## config.mk

```make
export PLATFORM = sky130hd
export DESIGN_NAME = difficulty_retarget_ema_flat
export DESIGN_NICKNAME = d
export VERILOG_FILES = /design/src/rtl/dra_pkg.sv /design/src/rtl/dra_intf.sv /design/src/rtl/dra_front.sv /design/src/rtl/dra_div15.sv /design/src/rtl/dra_pack.sv /design/src/rtl/difficulty_retarget_ema.sv /design/src/flat_wrapper.sv
export SDC_FILE = /design/constraint.sdc
export NUM_CORES = 2
export LEC_CHECK = 0
export ABC_AREA = 1
export BUFFER_PORTS_ARGS = -buffer_cell sky130_fd_sc_hd__buf_2
export CORE_UTILIZATION = 55
export CTS_BUF_LIST = sky130_fd_sc_hd__clkbuf_16
export CTS_CLUSTER_SIZE = 30
export DETAILED_ROUTE_END_ITERATION = 7
export PLACE_DENSITY = 0.83
export SYNTH_ARGS = -nofsm -noshare
export SYNTH_HDL_FRONTEND = slang
export SYNTH_SLANG_ARGS = --single-unit
```

## constraint.sdc

```tcl
create_clock -name clk_i -period 18.2 [get_ports clk_i]
set_input_delay 1.82 -clock clk_i [delete_from_list [all_inputs] [get_ports clk_i]]
set_output_delay 1.82 -clock clk_i [all_outputs]
set_load 0.05 [all_outputs]
```

## src/rtl/dra_pkg.sv

```systemverilog
`timescale 1ns / 1ps

package dra_pkg;

  // Register indexes of the configuration channel.
  localparam logic [1:0] CFG_WORK_LIMIT  = 2'd0;
  localparam logic [1:0] CFG_STAKE_LIMIT = 2'd1;

  // Reset value of both limit shift registers.
  localparam logic [7:0] LIMIT_ZERO_BITS_RST = 8'd20;

  // Spacing used when the timestamps run backward.
  localparam logic [31:0] TARGET_SPACING = 32'd120;
  // Base of the multiplier: (interval - 1) * spacing.
  localparam logic [33:0] MULT_BASE = 34'd1680;

  // Side information that travels with an item down the pipeline.
  typedef struct packed {
    logic       has_last;
    logic [7:0] zero_bits;
  } side_t;

endpackage

```

## src/rtl/dra_intf.sv

```systemverilog
`timescale 1ns / 1ps

// Input request channel.
interface dra_in_if;
  logic        valid;
  logic        ready;
  logic        has_last_block;
  logic        use_stake_limit;
  logic [31:0] last_compact;
  logic [31:0] last_time;
  logic [31:0] prior_time;

  modport source (output valid, has_last_block, use_stake_limit, last_compact,
                  last_time, prior_time, input ready);
  modport sink (input valid, has_last_block, use_stake_limit, last_compact,
                last_time, prior_time, output ready);
endinterface

// Result channel.
interface dra_out_if;
  logic        valid;
  logic        ready;
  logic [31:0] next_compact;

  modport source (output valid, next_compact, input ready);
  modport sink (input valid, next_compact, output ready);
endinterface

// Configuration write channel.
interface dra_cfg_if;
  logic       valid;
  logic       ready;
  logic [1:0] index;
  logic [7:0] data;

  modport source (output valid, index, data, input ready);
  modport sink (input valid, index, data, output ready);
endinterface

```

## src/rtl/dra_front.sv

```systemverilog
`timescale 1ns / 1ps

module dra_front (
  input  logic           clk_i,
  input  logic           en_i,
  input  dra_pkg::side_t side_i,
  input  logic [31:0]    last_compact_i,
  input  logic [31:0]    last_time_i,
  input  logic [31:0]    prior_time_i,
  output logic [56:0]    prod_o,
  output logic [7:0]     size_o,
  output dra_pkg::side_t side_o
);
  import dra_pkg::*;

  logic [32:0] diff;
  logic [31:0] spacing;
  logic [33:0] mult_d, mult_q;
  logic [7:0]  size_d, size_a_q, size_b_q;
  logic [22:0] word;
  logic [4:0]  rsh;
  logic [22:0] x_d, x_q;
  logic [56:0] prod_d, prod_q;
  side_t       side_a_q, side_b_q;

  // Spacing and multiplier; a negative spacing falls back to the target.
  always_comb begin
    diff    = {1'b0, last_time_i} - {1'b0, prior_time_i};
    spacing = diff[32] ? TARGET_SPACING : diff[31:0];
    mult_d  = MULT_BASE + {1'b0, spacing, 1'b0};
  end

  // Expand the mantissa; small exponents shift it right here, large ones later.
  always_comb begin
    size_d = last_compact_i[31:24];
    word   = last_compact_i[22:0];
    rsh    = {2'd3 - size_d[1:0], 3'b000};
    x_d    = (size_d <= 8'd3) ? (word >> rsh) : word;
  end

  // First stage: decoded operands.
  always_ff @(posedge clk_i) begin
    if (en_i) begin
      x_q      <= x_d;
      mult_q   <= mult_d;
      size_a_q <= size_d;
      side_a_q <= side_i;
    end
  end

  // Second stage: mantissa times multiplier.
  assign prod_d = 57'(x_q) * 57'(mult_q);

  always_ff @(posedge clk_i) begin
    if (en_i) begin
      prod_q   <= prod_d;
      size_b_q <= size_a_q;
      side_b_q <= side_a_q;
    end
  end

  assign prod_o = prod_q;
  assign size_o = size_b_q;
  assign side_o = side_b_q;

endmodule

```

## src/rtl/dra_div15.sv

```systemverilog
`timescale 1ns / 1ps

// Five nibble steps of a long division by fifteen.
module dra_div15 (
  input  logic [3:0]  rem_i,
  input  logic [19:0] dig_i,
  output logic [19:0] quo_o,
  output logic [3:0]  rem_o
);

  // Each step: 16*r + d = 15*r + (r + d), and r + d stays below 30.
  always_comb begin
    logic [3:0] r;
    logic [4:0] sum;
    r     = rem_i;
    quo_o = '0;
    for (int k = 4; k >= 0; k--) begin
      sum = {1'b0, r} + {1'b0, dig_i[4*k +: 4]};
      if (sum >= 5'd15) begin
        quo_o[4*k +: 4] = r + 4'd1;
        r               = 4'(sum - 5'd15);
      end else begin
        quo_o[4*k +: 4] = r;
        r               = sum[3:0];
      end
    end
    rem_o = r;
  end

endmodule

```

## src/rtl/dra_pack.sv

```systemverilog
`timescale 1ns / 1ps

// Limit check and compact encoding of q = (a << t) | repeat(b, t).
module dra_pack (
  input  logic           clk_i,
  input  logic           en_i,
  input  logic [59:0]    quo_i,
  input  logic [3:0]     rem_i,
  input  logic [7:0]     tail_i,
  input  dra_pkg::side_t side_i,
  output logic [31:0]    next_compact_o
);
  import dra_pkg::*;

  logic [6:0]  la;
  logic [1:0]  lzb;
  logic [8:0]  bits_q_val;
  logic [8:0]  lim_n;
  logic        use_lim_d, use_lim_q;
  logic [8:0]  n_d, n_q;
  logic [5:0]  size_d, size_q;
  logic [59:0] a_q;
  logic [3:0]  b_q;
  logic [7:0]  t_q;
  logic [23:0] mant;
  logic [7:0]  size8;

  // Bit length of the quotient, from its two parts.
  always_comb begin
    la = '0;
    for (int i = 0; i < 60; i++) begin
      if (quo_i[i]) la = 7'(i + 1);
    end
    lzb = rem_i[3] ? 2'd0 : rem_i[2] ? 2'd1 : rem_i[1] ? 2'd2 : 2'd3;
    if (quo_i != '0) bits_q_val = {2'b0, la} + {1'b0, tail_i};
    else if (rem_i != '0 && tail_i > {6'b0, lzb}) bits_q_val = {1'b0, tail_i} - {7'b0, lzb};
    else bits_q_val = '0;
  end

  // No last block, zero or over the limit takes the limit, whose length is 256 - zero_bits.
  always_comb begin
    lim_n     = 9'd256 - {1'b0, side_i.zero_bits};
    use_lim_d = !side_i.has_last || bits_q_val == '0 || bits_q_val > lim_n;
    n_d       = use_lim_d ? lim_n : bits_q_val;
    size_d    = 6'(({1'b0, n_d} + 10'd7) >> 3);
  end

  always_ff @(posedge clk_i) begin
    if (en_i) begin
      a_q       <= quo_i;
      b_q       <= rem_i;
      t_q       <= tail_i;
      use_lim_q <= use_lim_d;
      n_q       <= n_d;
      size_q    <= size_d;
    end
  end

  // Pick the 24-bit mantissa window out of the value bit by bit.
  always_comb begin
    logic signed [10:0] p;
    logic signed [10:0] idx;
    logic [7:0]         ai;
    logic [7:0]         d;
    p    = $signed({2'b0, size_q, 3'b000}) - 11'sd24;
    mant = '0;
    for (int j = 0; j < 24; j++) begin
      idx = p + 11'(j);
      ai  = '0;
      d   = '0;
      if (idx < 0 || idx > 11'sd255) begin
        mant[j] = 1'b0;
      end else if (use_lim_q) begin
        mant[j] = idx[8:0] < n_q;
      end else if (idx[7:0] >= t_q) begin
        ai      = idx[7:0] - t_q;
        mant[j] = (ai < 8'd60) ? a_q[ai[5:0]] : 1'b0;
      end else begin
        d       = t_q - 8'd1 - idx[7:0];
        mant[j] = b_q[2'd3 - d[1:0]];
      end
    end
    size8 = {2'b0, size_q};
    if (mant[23]) begin
      mant  = {8'b0, mant[23:8]};
      size8 = size8 + 8'd1;
    end
    next_compact_o = {size8, mant};
  end

endmodule

```

## src/rtl/difficulty_retarget_ema.sv

```systemverilog
`timescale 1ns / 1ps

// Compact-target retarget unit.
// Requests arrive on in_i (valid/ready) with the last block's compact target,
// its timestamp, the previous timestamp and the stake flag. Each request gives
// exactly one result on out_o (valid/ready): the new compact target.
// Two limit shifts are written on cfg_i (index 0 work, 1 stake); cfg_i is
// always ready and writes to other indexes are dropped.
// Throughput is one request per cycle unless the receiver stalls; the pipeline
// holds seven requests, split into decode, multiply, three long-division
// stages, limit check and the output register holding the packed result.
// When the receiver stalls with a result waiting, the whole pipeline holds
// and in_i.ready drops in the same cycle; nothing is lost or repeated.
// Reset clears all valid bits and sets both limit shifts to 20.
module difficulty_retarget_ema (
  input  logic clk_i,
  input  logic rst_ni,
  dra_in_if.sink    in_i,
  dra_out_if.source out_o,
  dra_cfg_if.sink   cfg_i
);
  import dra_pkg::*;

  logic [7:0]  work_zb_q, stake_zb_q;
  logic        en;
  logic [6:0]  vld_q;
  side_t       side_in;
  logic [56:0] prod;
  logic [7:0]  size_b;
  side_t       side_b;

  logic [59:0] c_in [3];
  logic [59:0] q_in [3];
  logic [3:0]  r_in [3];
  logic [7:0]  t_in [3];
  side_t       s_in [3];
  logic [19:0] qd   [3];
  logic [59:0] qn   [3];
  logic [3:0]  rn   [3];
  logic [59:0] dc_q [3];
  logic [59:0] dq_q [3];
  logic [3:0]  dr_q [3];
  logic [7:0]  dt_q [3];
  side_t       ds_q [3];

  logic [59:0] c0;
  logic [7:0]  t0;
  logic [31:0] packed_val;
  logic [31:0] out_q;

  // Configuration registers.
  assign cfg_i.ready = 1'b1;
  always_ff @(posedge clk_i or negedge rst_ni) begin
    if (!rst_ni) begin
      work_zb_q  <= LIMIT_ZERO_BITS_RST;
      stake_zb_q <= LIMIT_ZERO_BITS_RST;
    end else if (cfg_i.valid) begin
      unique case (cfg_i.index)
        CFG_WORK_LIMIT:  work_zb_q  <= cfg_i.data;
        CFG_STAKE_LIMIT: stake_zb_q <= cfg_i.data;
        default: ;
      endcase
    end
  end

  // The pipeline advances unless a result waits on a stalled receiver.
  assign en         = !vld_q[6] || out_o.ready;
  assign in_i.ready = en;

  always_ff @(posedge clk_i or negedge rst_ni) begin
    if (!rst_ni) begin
      vld_q <= '0;
    end else if (en) begin
      vld_q <= {vld_q[5:0], in_i.valid};
    end
  end

  assign side_in.has_last  = in_i.has_last_block;
  assign side_in.zero_bits = in_i.use_stake_limit ? stake_zb_q : work_zb_q;

  dra_front u_front (
    .clk_i          (clk_i),
    .en_i           (en),
    .side_i         (side_in),
    .last_compact_i (in_i.last_compact),
    .last_time_i    (in_i.last_time),
    .prior_time_i   (in_i.prior_time),
    .prod_o         (prod),
    .size_o         (size_b),
    .side_o         (side_b)
  );

  // Place the product: the low 7 bits of 1920 = 128 * 15 come off as a
  // shift, bits pushed past bit 255 are masked away, and exponents of 35 and above give zero.
  always_comb begin
    logic [7:0] s;
    logic [8:0] keep;
    s    = '0;
    keep = '0;
    c0   = '0;
    t0   = '0;
    if (size_b <= 8'd3) begin
      c0 = 60'(prod >> 7);
    end else if (size_b < 8'd35) begin
      s    = {5'(size_b - 8'd3), 3'b000};
      t0   = s - 8'd7;
      keep = 9'd256 - {1'b0, s};
      for (int i = 0; i < 57; i++) begin
        c0[i] = prod[i] & (9'(i) < keep);
      end
    end
  end

  // Three stages of division by fifteen, five nibbles each.
  for (genvar g = 0; g < 3; g++) begin : g_div
    if (g == 0) begin : g_first
      assign c_in[g] = c0;
      assign q_in[g] = '0;
      assign r_in[g] = '0;
      assign t_in[g] = t0;
      assign s_in[g] = side_b;
    end else begin : g_next
      assign c_in[g] = dc_q[g-1];
      assign q_in[g] = dq_q[g-1];
      assign r_in[g] = dr_q[g-1];
      assign t_in[g] = dt_q[g-1];
      assign s_in[g] = ds_q[g-1];
    end

    dra_div15 u_div (
      .rem_i (r_in[g]),
      .dig_i (c_in[g][59-20*g -: 20]),
      .quo_o (qd[g]),
      .rem_o (rn[g])
    );

    // The new quotient digits fill the slice that is still zero.
    assign qn[g] = q_in[g] | (60'(qd[g]) << (40 - 20*g));

    always_ff @(posedge clk_i) begin
      if (en) begin
        dc_q[g] <= c_in[g];
        dq_q[g] <= qn[g];
        dr_q[g] <= rn[g];
        dt_q[g] <= t_in[g];
        ds_q[g] <= s_in[g];
      end
    end
  end

  dra_pack u_pack (
    .clk_i          (clk_i),
    .en_i           (en),
    .quo_i          (dq_q[2]),
    .rem_i          (dr_q[2]),
    .tail_i         (dt_q[2]),
    .side_i         (ds_q[2]),
    .next_compact_o (packed_val)
  );

  // Output register.
  always_ff @(posedge clk_i) begin
    if (en) begin
      out_q <= packed_val;
    end
  end

  assign out_o.valid        = vld_q[6];
  assign out_o.next_compact = out_q;

  // Results never carry the sign bit.
  assert property (@(posedge clk_i) disable iff (!rst_ni)
    out_o.valid |-> !out_o.next_compact[23])
    else $error("result has sign bit set");

  // The exponent of a result stays at or below 33.
  assert property (@(posedge clk_i) disable iff (!rst_ni)
    out_o.valid |-> out_o.next_compact[31:24] <= 8'd33)
    else $error("result exponent out of range");

  // Requests are refused only while a result is held by the receiver.
  assert property (@(posedge clk_i) disable iff (!rst_ni)
    !in_i.ready |-> out_o.valid && !out_o.ready)
    else $error("request refused without a stall");

  // A taken result with no item behind it leaves the output empty.
  assert property (@(posedge clk_i) disable iff (!rst_ni)
    out_o.valid && out_o.ready && !vld_q[5] |=> !out_o.valid)
    else $error("result repeated");

endmodule

```

## src/flat_wrapper.sv

```systemverilog
// flat-port wrapper written by rule: the top's interface ports become plain ports
module difficulty_retarget_ema_flat import dra_pkg::*;
  (clk_i, rst_ni, in_i_valid, in_i_has_last_block, in_i_use_stake_limit, in_i_last_compact, in_i_last_time, in_i_prior_time, in_i_ready, out_o_valid, out_o_next_compact, out_o_ready, cfg_i_valid, cfg_i_index, cfg_i_data, cfg_i_ready);
  dra_in_if in_i_i ();
  dra_out_if out_o_i ();
  dra_cfg_if cfg_i_i ();
  input  logic clk_i;
  input  logic rst_ni;
  input wire logic [$bits(in_i_i.valid)-1:0] in_i_valid;
  input wire logic [$bits(in_i_i.has_last_block)-1:0] in_i_has_last_block;
  input wire logic [$bits(in_i_i.use_stake_limit)-1:0] in_i_use_stake_limit;
  input wire logic [$bits(in_i_i.last_compact)-1:0] in_i_last_compact;
  input wire logic [$bits(in_i_i.last_time)-1:0] in_i_last_time;
  input wire logic [$bits(in_i_i.prior_time)-1:0] in_i_prior_time;
  output wire logic [$bits(in_i_i.ready)-1:0] in_i_ready;
  output wire logic [$bits(out_o_i.valid)-1:0] out_o_valid;
  output wire logic [$bits(out_o_i.next_compact)-1:0] out_o_next_compact;
  input wire logic [$bits(out_o_i.ready)-1:0] out_o_ready;
  input wire logic [$bits(cfg_i_i.valid)-1:0] cfg_i_valid;
  input wire logic [$bits(cfg_i_i.index)-1:0] cfg_i_index;
  input wire logic [$bits(cfg_i_i.data)-1:0] cfg_i_data;
  output wire logic [$bits(cfg_i_i.ready)-1:0] cfg_i_ready;
  assign in_i_i.valid = in_i_valid;
  assign in_i_i.has_last_block = in_i_has_last_block;
  assign in_i_i.use_stake_limit = in_i_use_stake_limit;
  assign in_i_i.last_compact = in_i_last_compact;
  assign in_i_i.last_time = in_i_last_time;
  assign in_i_i.prior_time = in_i_prior_time;
  assign in_i_ready = in_i_i.ready;
  assign out_o_valid = out_o_i.valid;
  assign out_o_next_compact = out_o_i.next_compact;
  assign out_o_i.ready = out_o_ready;
  assign cfg_i_i.valid = cfg_i_valid;
  assign cfg_i_i.index = cfg_i_index;
  assign cfg_i_i.data = cfg_i_data;
  assign cfg_i_ready = cfg_i_i.ready;
  difficulty_retarget_ema u_core (.clk_i(clk_i), .rst_ni(rst_ni), .in_i(in_i_i), .out_o(out_o_i), .cfg_i(cfg_i_i));
endmodule
```

==> results.sh <==
export IMPL_drv_cap=0
export IMPL_cp_arrival_ns=10.86
export IMPL_critPathMaxFanout=10
export IMPL_hold_violations=0
export IMPL_max_slew_margin_pct=15.6
export IMPL_die_area_um2=96700
export IMPL_finalInstanceArea_um2=56100
export IMPL_cts_htree_levels=2
export IMPL_dp_hpwl_mm=95.1
export IMPL_syn_area_um2=52500
export IMPL_nets=7099
export IMPL_cts_tree="yes"
export IMPL_fin_tns_setup_ns=0
export IMPL_final_setup_viol_count=0
export IMPL_fillCellCount=7616
export IMPL_wirelength_mm=128
export IMPL_yosysUniqueCellTypes=77
export IMPL_core_um2=93900
export IMPL_hold_end="u_core.dq_q[0][170]$_DFFE_PP_"
export IMPL_place_area_um2=54500
export IMPL_grt_max_degree=176
export IMPL_cts_hold_buf=0
export IMPL_synthFlopType="edfxtp_1"
export IMPL_crit_type="flop to flop"
export IMPL_fin_skew_ns=0.0378
export IMPL_hold_path_startpoint="u_core.dq_q[0][110]$_DFFE_PP_"
export IMPL_crit_top_cell="inv_1"
export IMPL_synth_warnings=0
export IMPL_fp_row_count=112
export IMPL_drv_slew=0
export IMPL_antenna_found_initial=5
export IMPL_worst_pin_slew_ns=1.27
export IMPL_drive_gt1_share_pct=6.47
export IMPL_grt_pass1_vias=41672
export IMPL_synth_seq_area_share_pct=28.3
export IMPL_post_cts_setup_buffer_count=0
export IMPL_clkTransAtPathRegs_ns=0.06
export IMPL_initialDrtViolationCount=3533
export IMPL_ios=148
export IMPL_grt_util_all_layers_pct=27.0
export IMPL_die_w_um=311
export IMPL_finalCritPeriodShare_pct=57.6
export IMPL_cts_buffers=51
export IMPL_place_gp_congestion=0.956
export IMPL_area_growth_pct=6.91
export IMPL_startpoint="u_core.dr_q[0][0]$_DFFE_PP_"
export IMPL_async_flop_share_pct=4.62
export IMPL_start_kind="flop"
export IMPL_routed_via_density=5.52
export IMPL_die_h_um=311
export IMPL_clockBufferDepth=3
export IMPL_r2r_start="u_core.dr_q[0][0]$_DFFE_PP_"
export IMPL_ctsRootBufferMaster="clkbuf_16"
export IMPL_grt_ovfl_total=0
export IMPL_postSynthCellCount=5919
export IMPL_clock_latency_ns=0.65
export IMPL_layout_min_cycle_time_ns=10.49
export IMPL_r2r_slack_ns=7.71
export IMPL_end_kind="flop"
export IMPL_detail_route_antenna_nets=0
export IMPL_max_freq_ghz=0.0953
export IMPL_wl_per_cell_um=17.6
export IMPL_status="finished clean"
export IMPL_synth_edf_count=475
export IMPL_synth_seq_cells=498
export IMPL_firstDrtPassIters=6
export IMPL_drc_errors=0
export IMPL_whs_path_depth=0
export IMPL_clock_sinks=498
export IMPL_cpPeakStageDelay_ns=0.58
export IMPL_cp_top_family="adder cells"
export IMPL_crit_path_top_delay_cell="fa_1"
export IMPL_syn_area_per_cell_um2=8.87
export IMPL_hp_class="flop to flop"
export IMPL_cp_required_ns=18.57
export IMPL_num_vias=40031
export IMPL_grt_setup_unrepaired="no"
export IMPL_start_util_pct=55.9
export IMPL_grt_pass1_wl_mm=209
export IMPL_portBuffers=143
export IMPL_ctsResizeCount=0
export IMPL_r2r_cells=41
export IMPL_crit_buf_inv=10
export IMPL_timing_rr_end="u_core.dq_q[0][82]$_DFFE_PP_"
==> cell usage in the layout (no fill, tap or decap), types with 123 or more instances in the layout <==
| master | n |
|---|---|
| nand3_1 | 123 |
| buf_2 | 143 |
| nand2_1 | 1377 |
| fa_1 | 667 |
| inv_1 | 1341 |
| nor2_1 | 285 |
| ha_1 | 361 |
| xor2_1 | 165 |
| a21oi_1 | 192 |
| o21ai_0 | 230 |
| edfxtp_1 | 475 |
==> synth_stat cells (67+ instances only) <==
cell | number | area [µm²]
nand2_1 | 1378 | 5170
inv_1 | 1336 | 5010
fa_1 | 667 | 13400
edfxtp_1 | 475 | 14300
ha_1 | 361 | 4520
nor2_1 | 285 | 1070
o21ai_0 | 230 | 1150
clkbuf_1 | 207 | 777
a21oi_1 | 192 | 961
xor2_1 | 165 | 1450
nand3_1 | 124 | 621
xnor2_1 | 67 | 587
==> state kept, by name, summed over array words and instances (netlist names), 9 cells and up <==
signal and flops:
u_core.out_o.next_compact 30, u_core.u_pack.a_q 54, u_core.u_front.side_a_q 9, u_core.u_front.mult_q 33, u_core.dt_q 18, u_core.dc_q 60, u_core.u_pack.n_q 9, u_core.u_front.prod_o 56
u_core.ds_q 27, u_core.u_front.x_q 23, u_core.u_front.side_o 9, u_core.dq_q 102, u_core.dr_q 12
==> worst reg2reg max path: cells and delay by family, from the launching register on <==
family,cells,cell delay [ns]
AND/OR/NAND/NOR,11,1.92
flip-flops,1,0.46
AO/OA/AOI/OAI,7,2.61
adder cells (fa/ha/maj),10,3.59
XOR/XNOR,3,0.51
buffers and inverters,10,1.13
==> routing by layer <==
| layer | track usage, % | wire, µm | vias up |
|---|---|---|---|
| met5 | 0 | 0 | - |
| met4 | 13.4 | 7030 | 0 |
| met3 | 5.65 | 12300 | 502 |
| met2 | 47.0 | 62400 | 1997 |
| met1 | 31.6 | 45900 | 19174 |
| li1 | - | - | 18358 |
==> final cells by class <==
type / count / area (µm²) / area share [%]
Timing Repair Buffer: 208 / 1220 / 2.17
Inverter: 1354 / 5080 / 9.06
Clock buffer: 51 / 1280 / 2.27
Sequential cell: 498 / 14800 / 26.4
Clock inverter: 40 / 412 / 0.733
Multi-Input combinational cell: 3845 / 31700 / 56.5
Antenna cell: 2 / 5.00 / 0.00891
Tap cell: 1254 / 1570 / 2.79
==> metrics by stage <==
stage	setup WS (ns)	hold slack (ns)	util [%]	std cells
after floorplan	1.08	0.400	-	5920
after global placement	8.36	0.401	58.0	7159
after detailed placement	7.82	0.405	58.0	7159
after CTS	7.73	0.386	59.8	7250
after global routing	6.72	0.378	59.8	7250
final	7.71	0.394	59.8	7252
==> cell families after synthesis <==
family | share of synthesized area (%)
AOI/OAI and AO/OA | 7.37
xor gates and xnor gates | 3.87
adders and majority gates | 34.0
buffers and inverters | 11.3
DFF | 28.3
muxes | 0.488
other | 0.0143
and+or+nand+nor | 14.6
==> worst max-delay path by stage <==
| stage | endpoint | cells past startpoint |
|---|---|---|
| after floorplan | in_i_ready | 3 |
| after global placement | u_core.dq_q[0][120]$_DFFE_PP_ | 42 |
| after detailed placement | u_core.dq_q[0][122]$_DFFE_PP_ | 42 |
| after CTS | u_core.dq_q[0][82]$_DFFE_PP_ | 41 |
| after global routing | u_core.dq_q[0][122]$_DFFE_PP_ | 42 |
| final | u_core.dq_q[0][82]$_DFFE_PP_ | 41 |
Power is left out: the tool's default activity adds up to more than one toggle a clock period on the data nets, which glitch-free logic cannot reach.
